**src/sv/plen_pkg.sv**
```systemverilog
// Shared widths, operation codes and status codes for the positional list engine.
package plen_pkg;

	localparam int CAPACITY_DEF = 64;
	localparam int MODE_W       = 3;
	localparam int POS_W        = 6;
	localparam int DATA_W       = 32;
	localparam int STATUS_W     = 2;
	localparam int LEN_W        = 7;

	typedef logic [MODE_W-1:0]   mode_t;
	typedef logic [STATUS_W-1:0] status_t;

	localparam mode_t MODE_APPEND    = 3'd0;
	localparam mode_t MODE_INSERT    = 3'd1;
	localparam mode_t MODE_DELETE    = 3'd2;
	localparam mode_t MODE_GET       = 3'd3;
	localparam mode_t MODE_GET_RANGE = 3'd4;
	localparam mode_t MODE_DEL_RANGE = 3'd5;

	localparam status_t ST_OK    = 2'd0;
	localparam status_t ST_RANGE = 2'd1;
	localparam status_t ST_FULL  = 2'd2;

endpackage

```
**src/sv/positional_list_engine_unit.sv**
```systemverilog
// Top level of the positional list engine: sequencer plus element store.
// Append, insert at the end and rejected operations answer from the decode state; get reads
// the store first; inner inserts shift elements up, then write; deletes shift the tail down.
// Get range streams one result per cycle, one per element in the window.
// The next start transfer can coincide with the final result; the receiver cannot stall.
// Reset clears the element count and sequencer; store contents stay undefined until written.
module positional_list_engine_unit import plen_pkg::*; #(
	parameter int CAPACITY = CAPACITY_DEF
) (
	input  logic                     clk,
	input  logic                     arst_n,
	input  logic                     start,
	output logic                     busy,
	input  logic [MODE_W-1:0]        mode,
	input  logic [POS_W-1:0]         position,
	input  logic [POS_W-1:0]         end_position,
	input  logic signed [DATA_W-1:0] value,
	output logic                     valid,
	output logic signed [DATA_W-1:0] data,
	output logic [STATUS_W-1:0]      status,
	output logic [LEN_W-1:0]         length,
	output logic                     last
);

	localparam int AW = $clog2(CAPACITY);

	logic                     mem_we;
	logic [AW-1:0]            mem_waddr;
	logic signed [DATA_W-1:0] mem_wdata;
	logic [AW-1:0]            mem_raddr;
	logic signed [DATA_W-1:0] mem_rdata;

	plen_ctrl #(
		.CAPACITY (CAPACITY),
		.AW       (AW)
	) u_ctrl (
		.clk          (clk),
		.arst_n       (arst_n),
		.start        (start),
		.busy         (busy),
		.mode         (mode),
		.position     (position),
		.end_position (end_position),
		.value        (value),
		.valid        (valid),
		.data         (data),
		.status       (status),
		.length       (length),
		.last         (last),
		.mem_we       (mem_we),
		.mem_waddr    (mem_waddr),
		.mem_wdata    (mem_wdata),
		.mem_raddr    (mem_raddr),
		.mem_rdata    (mem_rdata)
	);

	plen_store #(
		.CAPACITY (CAPACITY),
		.AW       (AW)
	) u_store (
		.clk   (clk),
		.we    (mem_we),
		.waddr (mem_waddr),
		.wdata (mem_wdata),
		.raddr (mem_raddr),
		.rdata (mem_rdata)
	);

endmodule

```
**src/sv/plen_store.sv**
```systemverilog
// Element store: one write port and one registered read port.
module plen_store import plen_pkg::*; #(
	parameter int CAPACITY = CAPACITY_DEF,
	parameter int AW       = $clog2(CAPACITY)
) (
	input  logic                     clk,
	input  logic                     we,
	input  logic [AW-1:0]            waddr,
	input  logic signed [DATA_W-1:0] wdata,
	input  logic [AW-1:0]            raddr,
	output logic signed [DATA_W-1:0] rdata
);

	logic signed [DATA_W-1:0] mem_q [CAPACITY];
	logic signed [DATA_W-1:0] rdata_q;

	always_ff @(posedge clk) begin
		if (we) begin
			mem_q[waddr] <= wdata;
		end
		rdata_q <= mem_q[raddr];
	end

	assign rdata = rdata_q;

endmodule

```
**src/sv/plen_ctrl.sv**
```systemverilog
// Sequencer: decodes an operation and walks the store one element per cycle.
module plen_ctrl import plen_pkg::*; #(
	parameter int CAPACITY = CAPACITY_DEF,
	parameter int AW       = $clog2(CAPACITY)
) (
	input  logic                     clk,
	input  logic                     arst_n,
	input  logic                     start,
	output logic                     busy,
	input  logic [MODE_W-1:0]        mode,
	input  logic [POS_W-1:0]         position,
	input  logic [POS_W-1:0]         end_position,
	input  logic signed [DATA_W-1:0] value,
	output logic                     valid,
	output logic signed [DATA_W-1:0] data,
	output logic [STATUS_W-1:0]      status,
	output logic [LEN_W-1:0]         length,
	output logic                     last,
	output logic                     mem_we,
	output logic [AW-1:0]            mem_waddr,
	output logic signed [DATA_W-1:0] mem_wdata,
	output logic [AW-1:0]            mem_raddr,
	input  logic signed [DATA_W-1:0] mem_rdata
);

	localparam int CW = $clog2(CAPACITY + 1);
	localparam int IW = (CW > POS_W) ? CW : POS_W;

	typedef enum logic [2:0] {
		S_IDLE,
		S_DECODE,
		S_UP,
		S_PUT,
		S_DOWN,
		S_READ
	} state_t;

	state_t                   state_q;
	mode_t                    mode_q;
	logic [IW-1:0]            pos_q;
	logic [IW-1:0]            endp_q;
	logic [IW-1:0]            rd_q;
	logic [IW-1:0]            dst_q;
	logic [IW-1:0]            hi_q;
	logic signed [DATA_W-1:0] val_q;
	logic [CW-1:0]            count_q;
	logic                     valid_q;
	logic signed [DATA_W-1:0] data_q;
	status_t                  status_q;
	logic                     last_q;

	logic [IW-1:0] cnt_x;
	logic [IW-1:0] hi_clip;
	logic [IW-1:0] hi_eff;
	logic          full;
	logic          is_range;
	logic          win_bad;

	assign cnt_x    = IW'(count_q);
	assign full     = (count_q == CW'(CAPACITY));
	assign hi_clip  = (endp_q < cnt_x) ? endp_q : IW'(cnt_x - 1'b1);
	assign is_range = (mode_q == MODE_GET_RANGE) || (mode_q == MODE_DEL_RANGE);
	assign hi_eff   = is_range ? hi_clip : pos_q;
	assign win_bad  = (pos_q >= cnt_x) || (is_range && (pos_q > endp_q));

	always_comb begin
		mem_we    = 1'b0;
		mem_waddr = AW'(rd_q + 1'b1);
		mem_wdata = mem_rdata;
		mem_raddr = AW'(rd_q + 1'b1);
		case (state_q)
			S_DECODE: begin
				case (mode_q)
					MODE_APPEND: begin
						mem_we    = !full;
						mem_waddr = AW'(cnt_x);
						mem_wdata = val_q;
					end
					MODE_INSERT: begin
						mem_we    = (pos_q == cnt_x) && !full;
						mem_waddr = AW'(pos_q);
						mem_wdata = val_q;
						mem_raddr = AW'(cnt_x - 1'b1);
					end
					MODE_DELETE, MODE_DEL_RANGE: begin
						mem_raddr = AW'(hi_eff + 1'b1);
					end
					default: begin
						mem_raddr = AW'(pos_q);
					end
				endcase
			end
			S_UP: begin
				mem_we    = 1'b1;
				mem_waddr = AW'(rd_q + 1'b1);
				mem_raddr = AW'(rd_q - 1'b1);
			end
			S_PUT: begin
				mem_we    = 1'b1;
				mem_waddr = AW'(pos_q);
				mem_wdata = val_q;
			end
			S_DOWN: begin
				mem_we    = 1'b1;
				mem_waddr = AW'(dst_q);
			end
			default: begin
				mem_we = 1'b0;
			end
		endcase
	end

	always_ff @(posedge clk or negedge arst_n) begin
		if (!arst_n) begin
			state_q  <= S_IDLE;
			mode_q   <= MODE_APPEND;
			pos_q    <= '0;
			endp_q   <= '0;
			rd_q     <= '0;
			dst_q    <= '0;
			hi_q     <= '0;
			val_q    <= '0;
			count_q  <= '0;
			valid_q  <= 1'b0;
			data_q   <= '0;
			status_q <= ST_OK;
			last_q   <= 1'b0;
		end else begin
			valid_q <= 1'b0;
			data_q  <= '0;
			last_q  <= 1'b1;
			case (state_q)
				S_IDLE: begin
					if (start) begin
						mode_q  <= mode;
						pos_q   <= IW'(position);
						endp_q  <= IW'(end_position);
						val_q   <= value;
						state_q <= S_DECODE;
					end
				end
				S_DECODE: begin
					state_q  <= S_IDLE;
					status_q <= ST_RANGE;
					valid_q  <= 1'b1;
					case (mode_q)
						MODE_APPEND: begin
							if (full) begin
								status_q <= ST_FULL;
							end else begin
								status_q <= ST_OK;
								count_q  <= CW'(count_q + 1'b1);
							end
						end
						MODE_INSERT: begin
							if (pos_q > cnt_x) begin
								status_q <= ST_RANGE;
							end else if (full) begin
								status_q <= ST_FULL;
							end else if (pos_q == cnt_x) begin
								status_q <= ST_OK;
								count_q  <= CW'(count_q + 1'b1);
							end else begin
								valid_q <= 1'b0;
								rd_q    <= IW'(cnt_x - 1'b1);
								state_q <= S_UP;
							end
						end
						MODE_DELETE, MODE_DEL_RANGE: begin
							if (!win_bad) begin
								if (IW'(hi_eff + 1'b1) == cnt_x) begin
									status_q <= ST_OK;
									count_q  <= CW'(pos_q);
								end else begin
									valid_q <= 1'b0;
									rd_q    <= IW'(hi_eff + 1'b1);
									dst_q   <= pos_q;
									state_q <= S_DOWN;
								end
							end
						end
						MODE_GET, MODE_GET_RANGE: begin
							if (!win_bad) begin
								valid_q <= 1'b0;
								rd_q    <= pos_q;
								hi_q    <= hi_eff;
								state_q <= S_READ;
							end
						end
						default: begin
							status_q <= ST_RANGE;
						end
					endcase
				end
				S_UP: begin
					if (rd_q == pos_q) begin
						state_q <= S_PUT;
					end else begin
						rd_q <= IW'(rd_q - 1'b1);
					end
				end
				S_PUT: begin
					count_q  <= CW'(count_q + 1'b1);
					status_q <= ST_OK;
					valid_q  <= 1'b1;
					state_q  <= S_IDLE;
				end
				S_DOWN: begin
					if (rd_q == IW'(cnt_x - 1'b1)) begin
						count_q  <= CW'(dst_q + 1'b1);
						status_q <= ST_OK;
						valid_q  <= 1'b1;
						state_q  <= S_IDLE;
					end else begin
						rd_q  <= IW'(rd_q + 1'b1);
						dst_q <= IW'(dst_q + 1'b1);
					end
				end
				S_READ: begin
					valid_q  <= 1'b1;
					data_q   <= mem_rdata;
					status_q <= ST_OK;
					last_q   <= (rd_q == hi_q);
					if (rd_q == hi_q) begin
						state_q <= S_IDLE;
					end else begin
						rd_q <= IW'(rd_q + 1'b1);
					end
				end
				default: begin
					state_q <= S_IDLE;
				end
			endcase
		end
	end

	assign busy   = (state_q != S_IDLE);
	assign valid  = valid_q;
	assign data   = data_q;
	assign status = status_q;
	assign length = LEN_W'(count_q);
	assign last   = last_q;

endmodule

```
**config.mk**
```make
export PLATFORM = sky130hd
export DESIGN_NAME = positional_list_engine_unit
export DESIGN_NICKNAME = d
export VERILOG_FILES = /design/src/sv/plen_pkg.sv /design/src/sv/positional_list_engine_unit.sv /design/src/sv/plen_store.sv /design/src/sv/plen_ctrl.sv
export SDC_FILE = /design/constraint.sdc
export NUM_CORES = 2
export LEC_CHECK = 0
export BUFFER_PORTS_ARGS = -buffer_cell sky130_fd_sc_hd__buf_2
export CAP_MARGIN = 20
export CORE_MARGIN = 8
export CORE_UTILIZATION = 40
export CTS_BUF_LIST = sky130_fd_sc_hd__clkbuf_2
export DETAILED_ROUTE_END_ITERATION = 8
export MAX_ROUTING_LAYER = met4
export PLACE_DENSITY = 0.61
export REMOVE_ABC_BUFFERS = 1
export SYNTH_ARGS = -nofsm -noshare
export SYNTH_HDL_FRONTEND = slang
export SYNTH_SLANG_ARGS = --single-unit
```
**constraint.sdc**
```tcl
create_clock -name clk -period 9.8 [get_ports clk]
set_input_delay 1.96 -clock clk [delete_from_list [all_inputs] [get_ports clk]]
set_output_delay 1.96 -clock clk [all_outputs]
set_load 0.01 [all_outputs]
```
# After elaboration in Yosys (flattened, before gate mapping)
# Memories as Yosys holds them, arrays and structs flattened. A register that Yosys moved wholly into a read port is not among the register bits.
# Cells that the tools add are included.
word_totals:
  ff_bits: 114
  ramBits: 2048
  in_bits: 50
  out_inout_bits: 44
  word_cells: 155
  n_memories: 1
classes:
  n_addsub: 6
  n_lt_le_gt_ge: 4
  eq_ne: 37
  n_mux: 69
  n_bitwise: 1
  n_reduce_logical: 24
memory_table:
  columns: ["name", "depth", "word_bits", "read_ports", "rd_clocked_by_memory_dff", "write_ports", "line_no", "text"]
  rows:
  - ["u_store.mem_q", 64, 32, 1, 1, 1, "plen_store.sv:14", "logic signed [DATA_W-1:0] mem_q [CAPACITY];"]
op_table:
  columns: ["operator", "count"]
  rows:
  - ["7-bit 2-to-1 mux", 22]
  - ["32-bit 2-to-1 mux", 2]
  - ["32-bit one-hot mux with 2 select lines", 1]
  - ["7-bit one-hot mux with 3 select lines", 3]
  - ["6-bit one-hot mux with 3 select lines", 2]
  - ["7-bit by 1-bit adder with 7-bit output, second input constant", 4]
  - ["7-bit one-hot mux with 4 select lines", 1]
  - ["3-bit 2-to-1 mux", 9]
  - ["6-bit one-hot mux with 2 select lines", 2]
  - ["7-bit == test", 3]
  - ["3-bit inequality test, second input constant", 7]
  - ["3-bit one-hot mux with 5 select lines", 1]
  - ["2-bit inequality test, second input constant", 7]
  - ["7-bit one-hot mux with 2 select lines", 1]
  - ["7-bit by 1-bit subtractor with 7-bit output, second input constant", 2]
  - ["3-bit by 2-bit == test with 1-bit output, second input constant", 4]
  - ["3-bit == test, second input constant", 4]
  - ["1-bit 2-to-1 mux", 12]
  - ["2-bit 2-to-1 mux", 6]
  - ["2-bit one-hot mux with 3 select lines", 2]
  - ["11-bit AND reduction", 1]
  - ["3-bit one-hot mux with 3 select lines", 1]
  - ["9-bit AND reduction", 1]
  - ["3-bit nonzero test", 3]
  - ["other kinds (27)", 40]

# Logic depth before layout (Yosys ltp)
logic_depth:
  ltp_word: 9
  depth_mapped: 19
  ltp_nobuf: 16

# By module
# Synthesis repeated with hierarchy kept, for this count alone.
hier_totals:
  cells_unflattened: 4328
  area_unflattened_um2: 86782.0
modules_own_cells:
  columns: ["mod", "n_inst", "cells_per_inst", "area_per_inst_um2", "seq_area_each_um2"]
  rows:
  - ["plen_store", 1, 3511, 79039.6, 62139.6]
  - ["plen_ctrl", 1, 817, 7742.4, 2852.7]

# Least setup slack after synthesis
# OpenSTA, ideal clock, no wires.
synth_path:
  kind: "register -> register"
  start: "register u_ctrl.count_q[4] (netlist: u_ctrl.length[4])"
  end: "register u_store.rdata_q[10] (netlist: u_store.rdata[10]), read port of u_store.mem_q"
  setup_time_ns: 0.134
  arrival_ns: 4.545
  required_ns: 9.666
  slack_ns: 5.121
  stages_incl_launch_ff: 20
  n_path_buf: 3
  synth_period_minus_slack_ns: 4.679
  cell_sequence: "dfrtp_1 -> buf_2 -> inv_1 -> ha_1 -> a211oi_1 -> nor2_1 -> a211oi_1 -> nor2_1 -> a21boi_0 -> ha_1 -> o22ai_1 -> a221oi_1 -> o21ai_0 -> o221ai_1 -> clkbuf_1 -> buf_1 -> mux4_2 -> mux2i_1 -> o22ai_1 -> or4_1"
synth_via:
  elab_chain_len: 6
  elab_cells_between_ends: 7
  cone_classes: "add/sub (2); order compare (1); mux (4)"
synth_lines:
  columns: ["item", "line_no", "text"]
  rows:
  - ["start: declaration", "plen_ctrl.sv:46", "logic [CW-1:0] count_q;"]
  - ["start signal: assignment", "plen_ctrl.sv:152", "count_q <= CW'(count_q + 1'b1);"]
  - ["start signal: assignment", "plen_ctrl.sv:162", "count_q <= CW'(count_q + 1'b1);"]
  - ["start signal: assignment", "plen_ctrl.sv:173", "count_q <= CW'(pos_q);"]
  - ["6-bit by 7-bit < comparator with 1-bit output", "plen_ctrl.sv:61", "assign hi_clip = (endp_q < cnt_x) ? endp_q : IW'(cnt_x - 1'b1);"]
  - ["7-bit 2-to-1 mux", "plen_ctrl.sv:61", null]
  - ["7-bit 2-to-1 mux", "plen_ctrl.sv:63", "assign hi_eff = is_range ? hi_clip : pos_q;"]
  - ["via u_ctrl.hi_eff[0]", "plen_ctrl.sv:54", "logic [IW-1:0] hi_eff;"]
  - ["7-bit by 1-bit adder with 7-bit output", "plen_ctrl.sv:86", "mem_raddr = AW'(hi_eff + 1'b1);"]
  - ["6-bit one-hot mux with 3 select lines", "plen_ctrl.sv:73", "case (mode_q)"]
  - ["6-bit one-hot mux with 2 select lines", "plen_ctrl.sv:71", "case (state_q)"]
  - ["end: declaration", "plen_store.sv:15", "logic signed [DATA_W-1:0] rdata_q;"]
# The timed path passes the listed nets, and every way through them passes these cells.
# A chain may end at the register's enable or synchronous reset.

# Worst setup path after layout
layout_path:
  start: "register u_ctrl.count_q[4] (netlist: u_ctrl.length[4])"
  end: "register u_store.rdata_q[12] (netlist: u_store.rdata[12]), read port of u_store.mem_q"
# The elaborated chain is that of the path after synthesis.

==> impl_results.md <==
* Outcome: completed
* Clk slew on worst S/H paths at 0.13 ns
* Max-slew violation count at 0
* Htree depth at 6
* Antenna violations before repair at 17
* Final min period at 6.62 ns
* GPL Wtd Cong at 0.933
* DR vias/cell at 5.73
* Clk root buf: clkbuf_2
* Final Hold Viols at 0
* Fin worst setup slack at 3.18 ns
* WL final at 241000 um
* RSZ-0062 raised after global routing: false
* Average wire per cell in the routed design at 30.0 um
* Register bit total from synthesis at 2194
* Setup CP Type: register to register
* Detailed Route Iter0 Violations at 5247
* Initial Util at 0.402
* Max Clock Freq at 0.151 GHz
* Crit. End Element: register
* Synth area leaders: edfxtp_1, mux4_2, dfrtp_1
* Final period utilization at 0.675
* Post-synth EDFFs at 2048
* Data required, critical path at 11.41 ns
* Die height at 481 um
* Mean Syn Cell Area at 20.6 um^2
* Min-delay worst type: input port to register
* TritonCTS Buffers at 564
* Core Rows at 170
* Clock latency on the worst-skew pair at 1.89 ns
* Register area at 65000 um^2
* Netlist cell types at 81
* Crit path max fanout at 39
* Layout cell share with drive strength beyond 1 at 0.351
* Die area at 231000 um^2
* Critical Path Source Type: register
* Layout Nets at 4851
* Leading area contributor after synthesis: edfxtp_1
* DRT Pass-1 Iters at 6
* Primary FF master, synth: edfxtp_1
* CTS resizes at 0
* Top-area cell type share of the netlist area at 0.712
* Post-CTS Repair Setup Buffers at 0
* Largest net degree at the start of global routing at 112
* Netlist Area Pre-Place at 86300 um^2
* Cells after Synth at 4195
* # hold bufs at CTS at 1
* GRT Residual Overflow at 0
* # clock sinks at 2194
* Final worst clock skew at 0.218 ns
* Placement Setup Slack at 3.47 ns
* Area of the multi-input gates at 21200 um^2
* FFs w/ async S/R, synth at 0.0520
* Routed Antenna Nets at 0
* Core area at 215000 um^2
* Yosys warns at 0
* Detail Placement HPWL at 132000 um
* Final setup vio count at 0
* First-pass GRT wire length at 341000 um
* I/O Buffers at 93
* I/O pins at 94
* Actual slew at the worst max-slew pin at 1.29 ns
* Relative slew slack at 0.143
* Gr usage total at 0.211
* Fill cells at 18400
* Max-cap violations at 0
* DRC viols at 0
* Number of global-route vias before repair at 47000
* WP data arrival at 8.23 ns
* CTS tree: built
* CTS max path bufs at 4
* DIE WIDTH at 481 um
* Routed vias at 46100
* P&R area growth vs syn at 12.0%
* Register area share after synthesis at 0.753
-- cells in the final DEF (no fill, tap or decap), types with 11 or more instances in the layout --
cell type  netlist  routed
a211oi_1        15      14
a21oi_1         40      39
and3_1          40      39
buf_12           0      11
buf_2          101      92
buf_4            1     151
bufinv_16        0      13
clkbuf_2         0     830
clkinv_1         3      86
clkinv_2         0      12
dfrtp_1        114     113
dfxtp_1         32      32
diode_2          0      41
edfxtp_1      2048    2048
ha_1            23      23
inv_1           28      28
inv_2            0      11
mux2_2          46      46
mux2i_1        265     265
mux4_2         512     512
nand2_1        140     140
nand2b_1        15      14
nand3_1         17      15
nor2_1         132      68
nor2_4           0      64
nor3_1          18      18
o21ai_0         79      46
o21ai_4          0      33
o22ai_1        142     141
or3_1           11      11
or4_1           33      33
xnor2_1         39      39
-- final cells by class --
| type | count | share of cell area |
|---|---|---|
| well taps | 2838 | 0.0367 |
| multi-input cells | 1731 | 0.219 |
| inverters | 31 | 0.00120 |
| clock buffers | 830 | 0.0430 |
| repair buffers | 256 | 0.0190 |
| clock inverters | 119 | 0.00831 |
| flip-flops and latches | 2194 | 0.672 |
| diodes | 41 | 0.00106 |
-- kinds of logic (layout without fill, tap and decap cells) --
group           count (synthesis)  in the layout  synth area share
compound gates                387            387            0.0301
xor+xnor                       50             50           0.00516
fa+ha+maj                      23             23           0.00333
buf+inv                       270           1236            0.0132
flops                        2194           2194             0.753
mux                           827            827             0.171
other cells                     0             41                 0
simple gates                  444            444            0.0247
-- worst max-delay path: stages, from the launching register on --
cell      delay [ns]
dfrtp_1         0.61
inv_1           0.21
ha_1            0.35
a211oi_1        0.37
nor2_1          0.22
a21oi_4         0.25
a31oi_1         0.19
a21boi_0        0.20
ha_1            0.44
o22ai_1         0.10
a221oi_1        0.25
o21ai_0         0.28
o221ai_4        0.36
buf_4           0.62
buf_4           0.41
mux4_2          0.35
mux2i_1         0.22
o22ai_1         0.36
or4_1           0.52
-- cell usage after synthesis, drive strengths merged (9+ instances only) --
library cell and instances:
edfxtp 2048, mux4 512, xnor2 40, nand4 10, buf 137, a31oi 9, nor3 20, nor2 133
dfrtp 114, or3 11, inv 28, or4 33, mux2 50, nand3 18, o22ai 142, clkbuf 102
nand2b 15, o21ai 82, a211oi 21, mux2i 265, a21oi 42, nand2 140, and3 41, xor2 10
dfxtp 32, ha 23
-- per-layer routing --
layer / vias to the layer above / GRT usage / part of all wire
met5: - / - / 0
met4: 0 / 0.0818 / 0.033
met3: 413 / 0.0416 / 0.075
met2: 2131 / 0.329 / 0.49
met1: 24500 / 0.276 / 0.41
li1: 19000 / - / -
-- state kept, by name, indices dropped and copies added, names as in the netlist --
name / count
u_ctrl.data: 32
u_ctrl.dst_q: 7
u_ctrl.endp_q: 6
u_ctrl.hi_q: 7
u_ctrl.last: 1
u_ctrl.length: 7
u_ctrl.mode_q: 3
u_ctrl.pos_q: 6
u_ctrl.rd_q: 7
u_ctrl.state_q: 3
u_ctrl.status: 2
u_ctrl.val_q: 32
u_ctrl.valid: 1
u_store.mem_q: 2048
u_store.rdata: 32
-- final timing paths --
check / start / to / slack (ns) / cells after the start
worst max register to register: u_ctrl.length[4]$_DFFE_PN0P_ / u_store.rdata[12]$_DFF_P_ / 3.18 / 18
worst min register to register: u_store.rdata[6]$_DFF_P_ / u_ctrl.data[6]$_DFF_PN0_ / 0.46 / 1
max in group asynchronous: arst_n / u_ctrl.val_q[2]$_DFFE_PN0P_ / 7.61 / 3
min in group asynchronous: arst_n / u_ctrl.pos_q[2]$_DFFE_PN0P_ / 0.65 / 2
worst min-delay path: mode[2] / u_ctrl.mode_q[2]$_DFFE_PN0P_ / 0.34 / 3
worst max-delay path: u_ctrl.length[4]$_DFFE_PN0P_ / u_store.rdata[12]$_DFF_P_ / 3.18 / 18
-- stage by stage --
stage	setup TNS, ns	utilization	std cells	area [um^2]	hold WS, ns
2_1_floorplan	-1275.12	-	3956	85300	0.457
3_3_place_gp	0	0.427	7047	91600	0.492
3_5_place_dp	0	0.427	7049	91600	0.497
4_1_cts	0	0.450	7999	96600	0.0339
5_1_grt	0	0.451	8035	96700	0.136
6_report	0	0.451	8040	96700	0.343
Power is left out: the tool's default activity adds up to more than one toggle a clock period on the data nets, which glitch-free logic cannot reach.
